## src/rtl/cbc_pkg.sv

```systemverilog
// ----------------------------------------------------------------------------
// cbc_pkg
// Types and constants shared by the cartridge bank controller modules.
// ----------------------------------------------------------------------------
package cbc_pkg;

    // Access kinds.
    localparam logic OP_READ  = 1'b0;
    localparam logic OP_WRITE = 1'b1;

    // Configuration register indexes.
    localparam logic [1:0] CFG_MBC1_ENABLE     = 2'd0;
    localparam logic [1:0] CFG_BATTERY_PRESENT = 2'd1;
    localparam logic [1:0] CFG_RAM_SIZE_CODE   = 2'd2;

    // Bus regions, taken from address bits 15:13.
    localparam logic [2:0] REGION_RAM_ENABLE = 3'd0;
    localparam logic [2:0] REGION_ROM_BANK   = 3'd1;
    localparam logic [2:0] REGION_RAM_BANK   = 3'd2;
    localparam logic [2:0] REGION_MODE       = 3'd3;
    localparam logic [2:0] REGION_RAM        = 3'd5;

    // Header RAM size codes.
    localparam logic [7:0] RAM_CODE_ONE_BANK  = 8'd2;
    localparam logic [7:0] RAM_CODE_4_BANKS   = 8'd3;
    localparam logic [7:0] RAM_CODE_16_BANKS  = 8'd4;
    localparam logic [7:0] RAM_CODE_8_BANKS   = 8'd5;

    localparam logic [3:0]  RAM_ENABLE_KEY   = 4'hA;
    localparam logic [7:0]  OPEN_BUS_DATA    = 8'hFF;
    localparam logic [19:0] ROM_BANK_BASE    = 20'h04000;
    localparam int          RAM_BANK_BYTES   = 8192;
    localparam int          RAM_OFFSET_W     = 13;
    localparam int          ROM_BANK_BITS    = 5;

    typedef struct packed {
        logic        opcode;
        logic [15:0] address;
        logic [7:0]  write_data;
    } in_item_t;

    typedef struct packed {
        logic [7:0]  read_data;
        logic        rom_fetch;
        logic [19:0] rom_address;
        logic        save_request;
        logic        need_save;
    } out_item_t;

    // Result fields known at decode time; the RAM byte joins them at the output register.
    typedef struct packed {
        logic        use_ram;
        logic [7:0]  fixed_data;
        logic        rom_fetch;
        logic [19:0] rom_address;
        logic        save_request;
        logic        need_save;
    } cbc_meta_t;

    typedef struct packed {
        logic      ram_read;
        logic      ram_write;
        cbc_meta_t meta;
    } cbc_access_t;

endpackage

```

## src/rtl/cbc_mapper.sv

```systemverilog
// ----------------------------------------------------------------------------
// cbc_mapper
// Bank registers, configuration registers and access decode.
// ----------------------------------------------------------------------------
module cbc_mapper #(
    parameter int RAM_BANK_COUNT = 4,
    parameter int RAM_ADDR_W     = 15
) (
    input  logic                  aclk,
    input  logic                  aresetn,
    input  logic                  cfg_write_en,
    input  logic [1:0]            cfg_index,
    input  logic [7:0]            cfg_wdata,
    input  logic                  acc_valid,
    input  cbc_pkg::in_item_t     item,
    output cbc_pkg::cbc_access_t  access,
    output logic [RAM_ADDR_W-1:0] mem_index
);

    logic       mbc1_enable_reg;
    logic       battery_reg;
    logic [7:0] ram_code_reg;

    logic       ram_en_reg,      ram_en_next;
    logic [4:0] rom_bank_reg,    rom_bank_next;
    logic [1:0] ram_sel_reg,     ram_sel_next;
    logic       mode_reg,        mode_next;
    logic [1:0] active_bank_reg, active_bank_next;
    logic       dirty_reg,       dirty_next;

    logic [2:0]  region;
    logic        is_write;
    logic        bank_exists;
    logic        bank_ok;
    logic [4:0]  wr_rom_bank;
    logic [19:0] banked_address;

    always_ff @(posedge aclk) begin
        if (!aresetn) begin
            mbc1_enable_reg <= 1'b0;
            battery_reg     <= 1'b0;
            ram_code_reg    <= 8'd0;
        end else if (cfg_write_en) begin
            unique case (cfg_index)
                cbc_pkg::CFG_MBC1_ENABLE:     mbc1_enable_reg <= cfg_wdata[0];
                cbc_pkg::CFG_BATTERY_PRESENT: battery_reg     <= cfg_wdata[0];
                cbc_pkg::CFG_RAM_SIZE_CODE:   ram_code_reg    <= cfg_wdata;
                default: ;
            endcase
        end
    end

    assign region   = item.address[15:13];
    assign is_write = (item.opcode == cbc_pkg::OP_WRITE);

    // Codes that offer more than one bank cover every bank below RAM_BANK_COUNT.
    always_comb begin
        bank_exists = 1'b0;
        if ({3'b000, active_bank_reg} < 5'(RAM_BANK_COUNT)) begin
            bank_exists = (ram_code_reg == cbc_pkg::RAM_CODE_ONE_BANK &&
                           active_bank_reg == 2'd0) ||
                          ram_code_reg == cbc_pkg::RAM_CODE_4_BANKS ||
                          ram_code_reg == cbc_pkg::RAM_CODE_16_BANKS ||
                          ram_code_reg == cbc_pkg::RAM_CODE_8_BANKS;
        end
    end

    assign bank_ok        = ram_en_reg && bank_exists;
    assign wr_rom_bank    = (item.write_data[4:0] == 5'd0) ? 5'd1 : item.write_data[4:0];
    assign banked_address = {1'b0, rom_bank_reg, 14'd0} + {4'd0, item.address}
                          - cbc_pkg::ROM_BANK_BASE;
    assign mem_index      = RAM_ADDR_W'({active_bank_reg,
                                         item.address[cbc_pkg::RAM_OFFSET_W-1:0]});

    always_comb begin
        ram_en_next      = ram_en_reg;
        rom_bank_next    = rom_bank_reg;
        ram_sel_next     = ram_sel_reg;
        mode_next        = mode_reg;
        active_bank_next = active_bank_reg;
        dirty_next       = dirty_reg;
        access           = '0;

        if (!is_write) begin
            if (!mbc1_enable_reg || item.address[15:14] == 2'b00) begin
                access.meta.rom_fetch   = 1'b1;
                access.meta.rom_address = {4'd0, item.address};
            end else if (region == cbc_pkg::REGION_RAM) begin
                if (bank_ok) begin
                    access.ram_read     = 1'b1;
                    access.meta.use_ram = 1'b1;
                end else begin
                    access.meta.fixed_data = cbc_pkg::OPEN_BUS_DATA;
                end
            end else begin
                access.meta.rom_fetch   = 1'b1;
                access.meta.rom_address = banked_address;
            end
        end else if (mbc1_enable_reg) begin
            unique case (region)
                cbc_pkg::REGION_RAM_ENABLE: begin
                    ram_en_next = (item.write_data[3:0] == cbc_pkg::RAM_ENABLE_KEY);
                end
                cbc_pkg::REGION_ROM_BANK: begin
                    rom_bank_next = wr_rom_bank;
                end
                cbc_pkg::REGION_RAM_BANK: begin
                    ram_sel_next = item.write_data[1:0];
                    if (mode_reg) begin
                        access.meta.save_request = dirty_reg;
                        active_bank_next         = item.write_data[1:0];
                    end
                end
                cbc_pkg::REGION_MODE: begin
                    mode_next = item.write_data[0];
                    if (item.write_data[0]) begin
                        access.meta.save_request = dirty_reg;
                        active_bank_next         = ram_sel_reg;
                    end
                end
                cbc_pkg::REGION_RAM: begin
                    if (bank_ok) begin
                        access.ram_write = 1'b1;
                        if (battery_reg) begin
                            dirty_next = 1'b1;
                        end
                    end
                end
                default: ;
            endcase
        end

        access.meta.need_save = dirty_next;
    end

    always_ff @(posedge aclk) begin
        if (!aresetn) begin
            ram_en_reg      <= 1'b0;
            rom_bank_reg    <= 5'd1;
            ram_sel_reg     <= 2'd0;
            mode_reg        <= 1'b0;
            active_bank_reg <= 2'd0;
            dirty_reg       <= 1'b0;
        end else if (acc_valid) begin
            ram_en_reg      <= ram_en_next;
            rom_bank_reg    <= rom_bank_next;
            ram_sel_reg     <= ram_sel_next;
            mode_reg        <= mode_next;
            active_bank_reg <= active_bank_next;
            dirty_reg       <= dirty_next;
        end
    end

endmodule

```

## config.mk

```make
export PLATFORM = sky130hd
export DESIGN_NAME = cbc_mapper
export DESIGN_NICKNAME = d
export VERILOG_FILES = /design/src/rtl/cbc_pkg.sv /design/src/rtl/cbc_mapper.sv
export SDC_FILE = /design/constraint.sdc
export NUM_CORES = 1
export LEC_CHECK = 0
export BUFFER_PORTS_ARGS = -buffer_cell sky130_fd_sc_hd__buf_2
export CAP_MARGIN = 20
export CELL_PAD_IN_SITES_DETAIL_PLACEMENT = 0
export CELL_PAD_IN_SITES_GLOBAL_PLACEMENT = 1
export CORE_ASPECT_RATIO = 1.1
export CORE_MARGIN = 2
export CORE_UTILIZATION = 32
export DETAILED_ROUTE_END_ITERATION = 8
export PLACE_DENSITY = 0.84
export SYNTH_ARGS = -nofsm -noshare
export SYNTH_HDL_FRONTEND = slang
export SYNTH_SLANG_ARGS = --single-unit
```

## constraint.sdc

```tcl
create_clock -name aclk -period 2.5 [get_ports aclk]
set_input_delay 0.25 -clock aclk [delete_from_list [all_inputs] [get_ports aclk]]
set_output_delay 0.25 -clock aclk [all_outputs]
set_load 0.005 [all_outputs]
```

* Yosys cells after proc, flatten, opt, wreduce, memory -nomap -nowiden *
Cells that the tools add are included.

storage, ports and cells
  flip-flop bits (word level) = 22
  bits in latches = 0
  memory bits (writable) = 0
  memory bits (read-only) = 0
  bits of input ports = 39
  output and inout port bits = 49
  logic and storage cells = 71
  memories kept = 0

cells by class
  $add $sub $neg = 2
  multipliers = 0
  div/mod/pow operators = 0
  magnitude comparators = 0
  eq/ne operators = 13
  shifts and indexed selects = 0
  muxes and demuxes = 26
  bitwise operators = 0
  reductions and logical operators = 21

operator list
  cell                                                 count
  2-to-1 mux 21 bit                                    2
  2-to-1 mux 30 bit                                    1
  adder 19 x 16 -> 20 bit                              1
  subtractor 20 x 15 -> 20 bit, second input constant  1
  2-to-1 mux 9 bit                                     2
  == test 8 x 2 -> 1 bit, second input constant        2
  == test 8 x 3 -> 1 bit, second input constant        2
  AND reduction 4 bit                                  4
  2-to-1 mux 1 bit                                     15
  2-to-1 mux 8 bit                                     1
  == test 3 x 2 -> 1 bit, second input constant        2
  zero test 2 bit                                      3
  AND reduction 2 bit                                  3
  AND reduction 6 bit                                  1
  zero test 5 bit                                      1
  2-to-1 mux 5 bit                                     1
  == test 4 bit, second input constant                 1
  logical OR 1 bit                                     4
  2-to-1 mux 2 bit                                     2
  != test 2 bit, second input constant                 2
  case mux 2 bit (2 select lines)                      1
  == test 3 x 1 -> 1 bit, second input constant        1
  == test 3 bit, second input constant                 1
  zero test 3 bit                                      1
  6 further kinds                                      7

* Longest topological paths before layout *
  depth in word-level cells = 10
  mapped depth = 9
  gate-level depth less buffers = 8

* Worst setup path after synthesis *
No wires, ideal clock.

  path type = reg2out
  from = register rom_bank_reg[1]
  to = output port access[21] (netlist name)
  arrival time = 1.766 ns
  data required time = 2.250 ns
  slack = 0.484 ns
  cell stages (with the launch flop) = 9
  path buffers = 0
  cell sequence = dfxtp_1 > inv_1 > ha_1 > inv_1 > ha_1 > fa_1 > a21o_1 > a21oi_1 > mux2i_1

RTL lines
  element                 RTL line           text
  start, declared         cbc_mapper.sv:25   logic [4:0] rom_bank_reg, rom_bank_next;
  start signal, assigned  cbc_mapper.sv:146  rom_bank_reg <= rom_bank_next;
  end, declared           cbc_mapper.sv:16   output cbc_pkg::cbc_access_t access,

==> reports/results.txt <==
Cells after Synth - 202
Clk buf depth - 2
Worst reg2reg path startpoint - mbc1_enable_reg
Max capacitance violation total - 0
Num rows - 27
Nets - 306
Clock sinks - 22
# H-tree levels - 1
Relative slew slack - 59.8%
Post-Syn Area - 1700 sq um
Largest net degree at the start of global routing - 31
Filler cells - 505
Buffers on Ports - 84
Number of global-route vias before repair - 1294
Layout cells sized above 1 - 38.6%
Wire length per cell - 12.0 um
Max VDD drop - 185 uV
Final Hold Viols - 0
Fraction of registers with async set/reset - 0%
Total CTS buffers - 3
Seq/Total Area, Yosys - 25.9%
Leak Pwr - 1.06 nW
Outcome - complete, no violations
Critical Path End Type - output port
Crit path kind - flip-flop to output port
CTS tree - built
Min Tclk post-route - 2.37 ns
FMAX - 421 MHz
Endpoints failing setup - 0
Initial core utilization - 33.6%
Unrepaired setup endpoints after global routing - no
Non-filler cells, final - 317
Ys flop type - dfxtp_1
Synth cell types - 44
Critical Path Start Type - flip-flop
Root Driver - clkbuf_8
Hold Path Class - input pin to flip-flop
Total setup buffers inserted after CTS - 0
Slew of the pin with the lowest slew margin - 0.601 ns
Post-synth EDFFs - 0
Antenna-violating nets left - 0
Max FFs per register - 8
Pwr Density - 407 nW/um^2
Slack of the worst reg-to-reg path - 1.04 ns
CP max FO - 2
GRT overflow - 0
Wire length of the first global-routing pass - 6000 um
Register bit total from synthesis - 22
Drt first-iter violations - 44
CP required - 2.25 ns
Total core area - 5070 sq um
Gr usage total - 12.8%
RR Endpoint - rom_bank_reg[4]
Slew Viols, Final - 0
Die height - 80.5 um
Worst hold stages - 3
Hold_ws - 0.236 ns
Clock Latency Late Sink - 0.26 ns
ANT cells - 0
Util after Layout - 40.5%
Via density - 4.74
I/O Pins - 88
Vias - 1503
Area growth syn-to-layout - 20.4%
Synth Area per Inst - 8.43 sq um
Setup_tns - 0 ns
Hold path start - cfg_wdata[6]
Synthesis Warnings - 0
Placer Congestion - 0.767
Reg clk slew, reported paths - 0.08 ns
Remaining DRCs - 0
Hpwl dp - 3100 um
Hold Path End - ram_code_reg[6]
FF-to-FF path depth - 3
Layout Skew - 0.00217 ns
Pwr Total - 0.835 mW
Arr. time, crit path - 2.12 ns
Fin crit share - 94.9%
Final wirelength - 3810 um
Initial antenna violation count - 0
Die width - 73.6 um
Mapped Nets - 248
Placed instance count - 313
TritonRoute pass-1 iters - 4
Die area - 5920 sq um
[worst max path at each step]
stage,start,to,slack (ns)
floorplan,rom_bank_reg[1],access[21],0.48
global placement,item[22],access[21],0.27
detailed placement,item[22],access[21],0.23
CTS,rom_bank_reg[1],access[21],0.03
global route,rom_bank_reg[1],access[21],0.03
finish,rom_bank_reg[1],access[21],0.13
[metal layers]
layer	GRT usage (%)	vias to the layer above	part of all wire, %	routed length [um]
li1	-	787	-	-
met1	16.2	647	45	1710
met2	22.1	65	47	1780
met3	1.63	4	7.1	271
met4	4.36	0	1.2	47
met5	0	-	0	0
[cell type report]
type                    instances  area (sq um)  area share [%]
multi-input cells             133           982            47.9
flip-flops and latches         22           440            21.5
repair buffers                 85           428            20.9
well taps                      58          72.6            3.54
inverters                      15          56.3            2.75
clock buffers                   3          41.3            2.01
clock inverters                 1          30.0            1.46
[worst max-delay path, stage by stage, from the launching register on]
cell and delay [ns]:
dfxtp_1 0.33, inv_1 0.04, ha_1 0.26, inv_1 0.04, ha_1 0.22, fa_2 0.36, a21o_1 0.18, a21oi_2 0.15
mux2i_1 0.18, buf_2 0.12
[power breakdown]
group	switching (mW)	internal, mW
clock network	0.115	0.214
logic	0.0719	0.0734
registers	0.00451	0.356
total	0.192	0.643
[cells by family after synthesis]
logic type / after synthesis / synth area share, %
and+or+nand+nor: 79 / 28.2
buffers and inverters: 47 / 16.8
AOI/OAI and AO/OA: 25 / 10.7
DFF: 22 / 25.9
muxes: 21 / 12.3
adders and majority gates: 7 / 5.58
xor gates and xnor gates: 1 / 0.514
[Yosys cell counts (2+ instances only)]
cell / count / area [sq um]
nor3b_1: 3 / 22.5
nor2b_1: 12 / 75.1
nand2_1: 17 / 63.8
inv_1: 15 / 56.3
nand3b_1: 3 / 22.5
o21ai_0: 3 / 15.0
and2b_1: 2 / 15.0
dfxtp_1: 22 / 440
and3_1: 2 / 12.5
nand3_1: 2 / 10.0
a21oi_1: 4 / 20.0
nand2b_1: 3 / 18.8
and2_1: 14 / 87.6
and4b_2: 2 / 22.5
nor4_1: 2 / 12.5
clkbuf_1: 2 / 7.51
buf_6: 2 / 22.5
ha_1: 6 / 75.1
mux2i_1: 21 / 210
nor2_1: 5 / 18.8
nand4_1: 2 / 12.5
o211ai_1: 6 / 45.0
buf_2: 4 / 20.0
a21o_1: 2 / 15.0
o31ai_1: 2 / 15.0
nor3_1: 3 / 15.0
buf_4: 24 / 180
[stage by stage]
stage	instance area, sq um	setup WS (ns)
3_5_place_dp	1970	0.229
6_report	2050	0.127
5_1_grt	2050	0.0255
4_1_cts	2040	0.0301
3_3_place_gp	1970	0.265
2_1_floorplan	1700	0.484
[placed cells by master, fill, tap and decap left out, types with 2 or more instances in the layout]
master    Yosys  routed
o21ai_0       3       3
o211ai_1      6       6
inv_1        15      15
a21oi_1       4       3
and3_1        2       2
nor3b_1       3       3
nand2_1      17      17
nand3_1       2       2
nand2b_1      3       3
nand4_1       2       2
nor2_1        5       5
ha_1          6       6
and2_1       14      14
nor2b_1      12      12
nor3_1        3       3
buf_2         4      84
and2b_1       2       2
dfxtp_1      22      22
o31ai_1       2       2
and4b_2       2       2
nor4_1        2       2
nand3b_1      3       3
clkbuf_8      0       3
a21o_1        2       2
mux2i_1      21      21
[repair_timing]
item / CTS / global route
gates resized for setup: 0 / 2
endpoints found under the setup margin: 0 / 1
endpoints found under the hold margin: 0 / 0
hold buffers: 0 / 0
No activity file was read; power rests on OpenSTA's default activity.
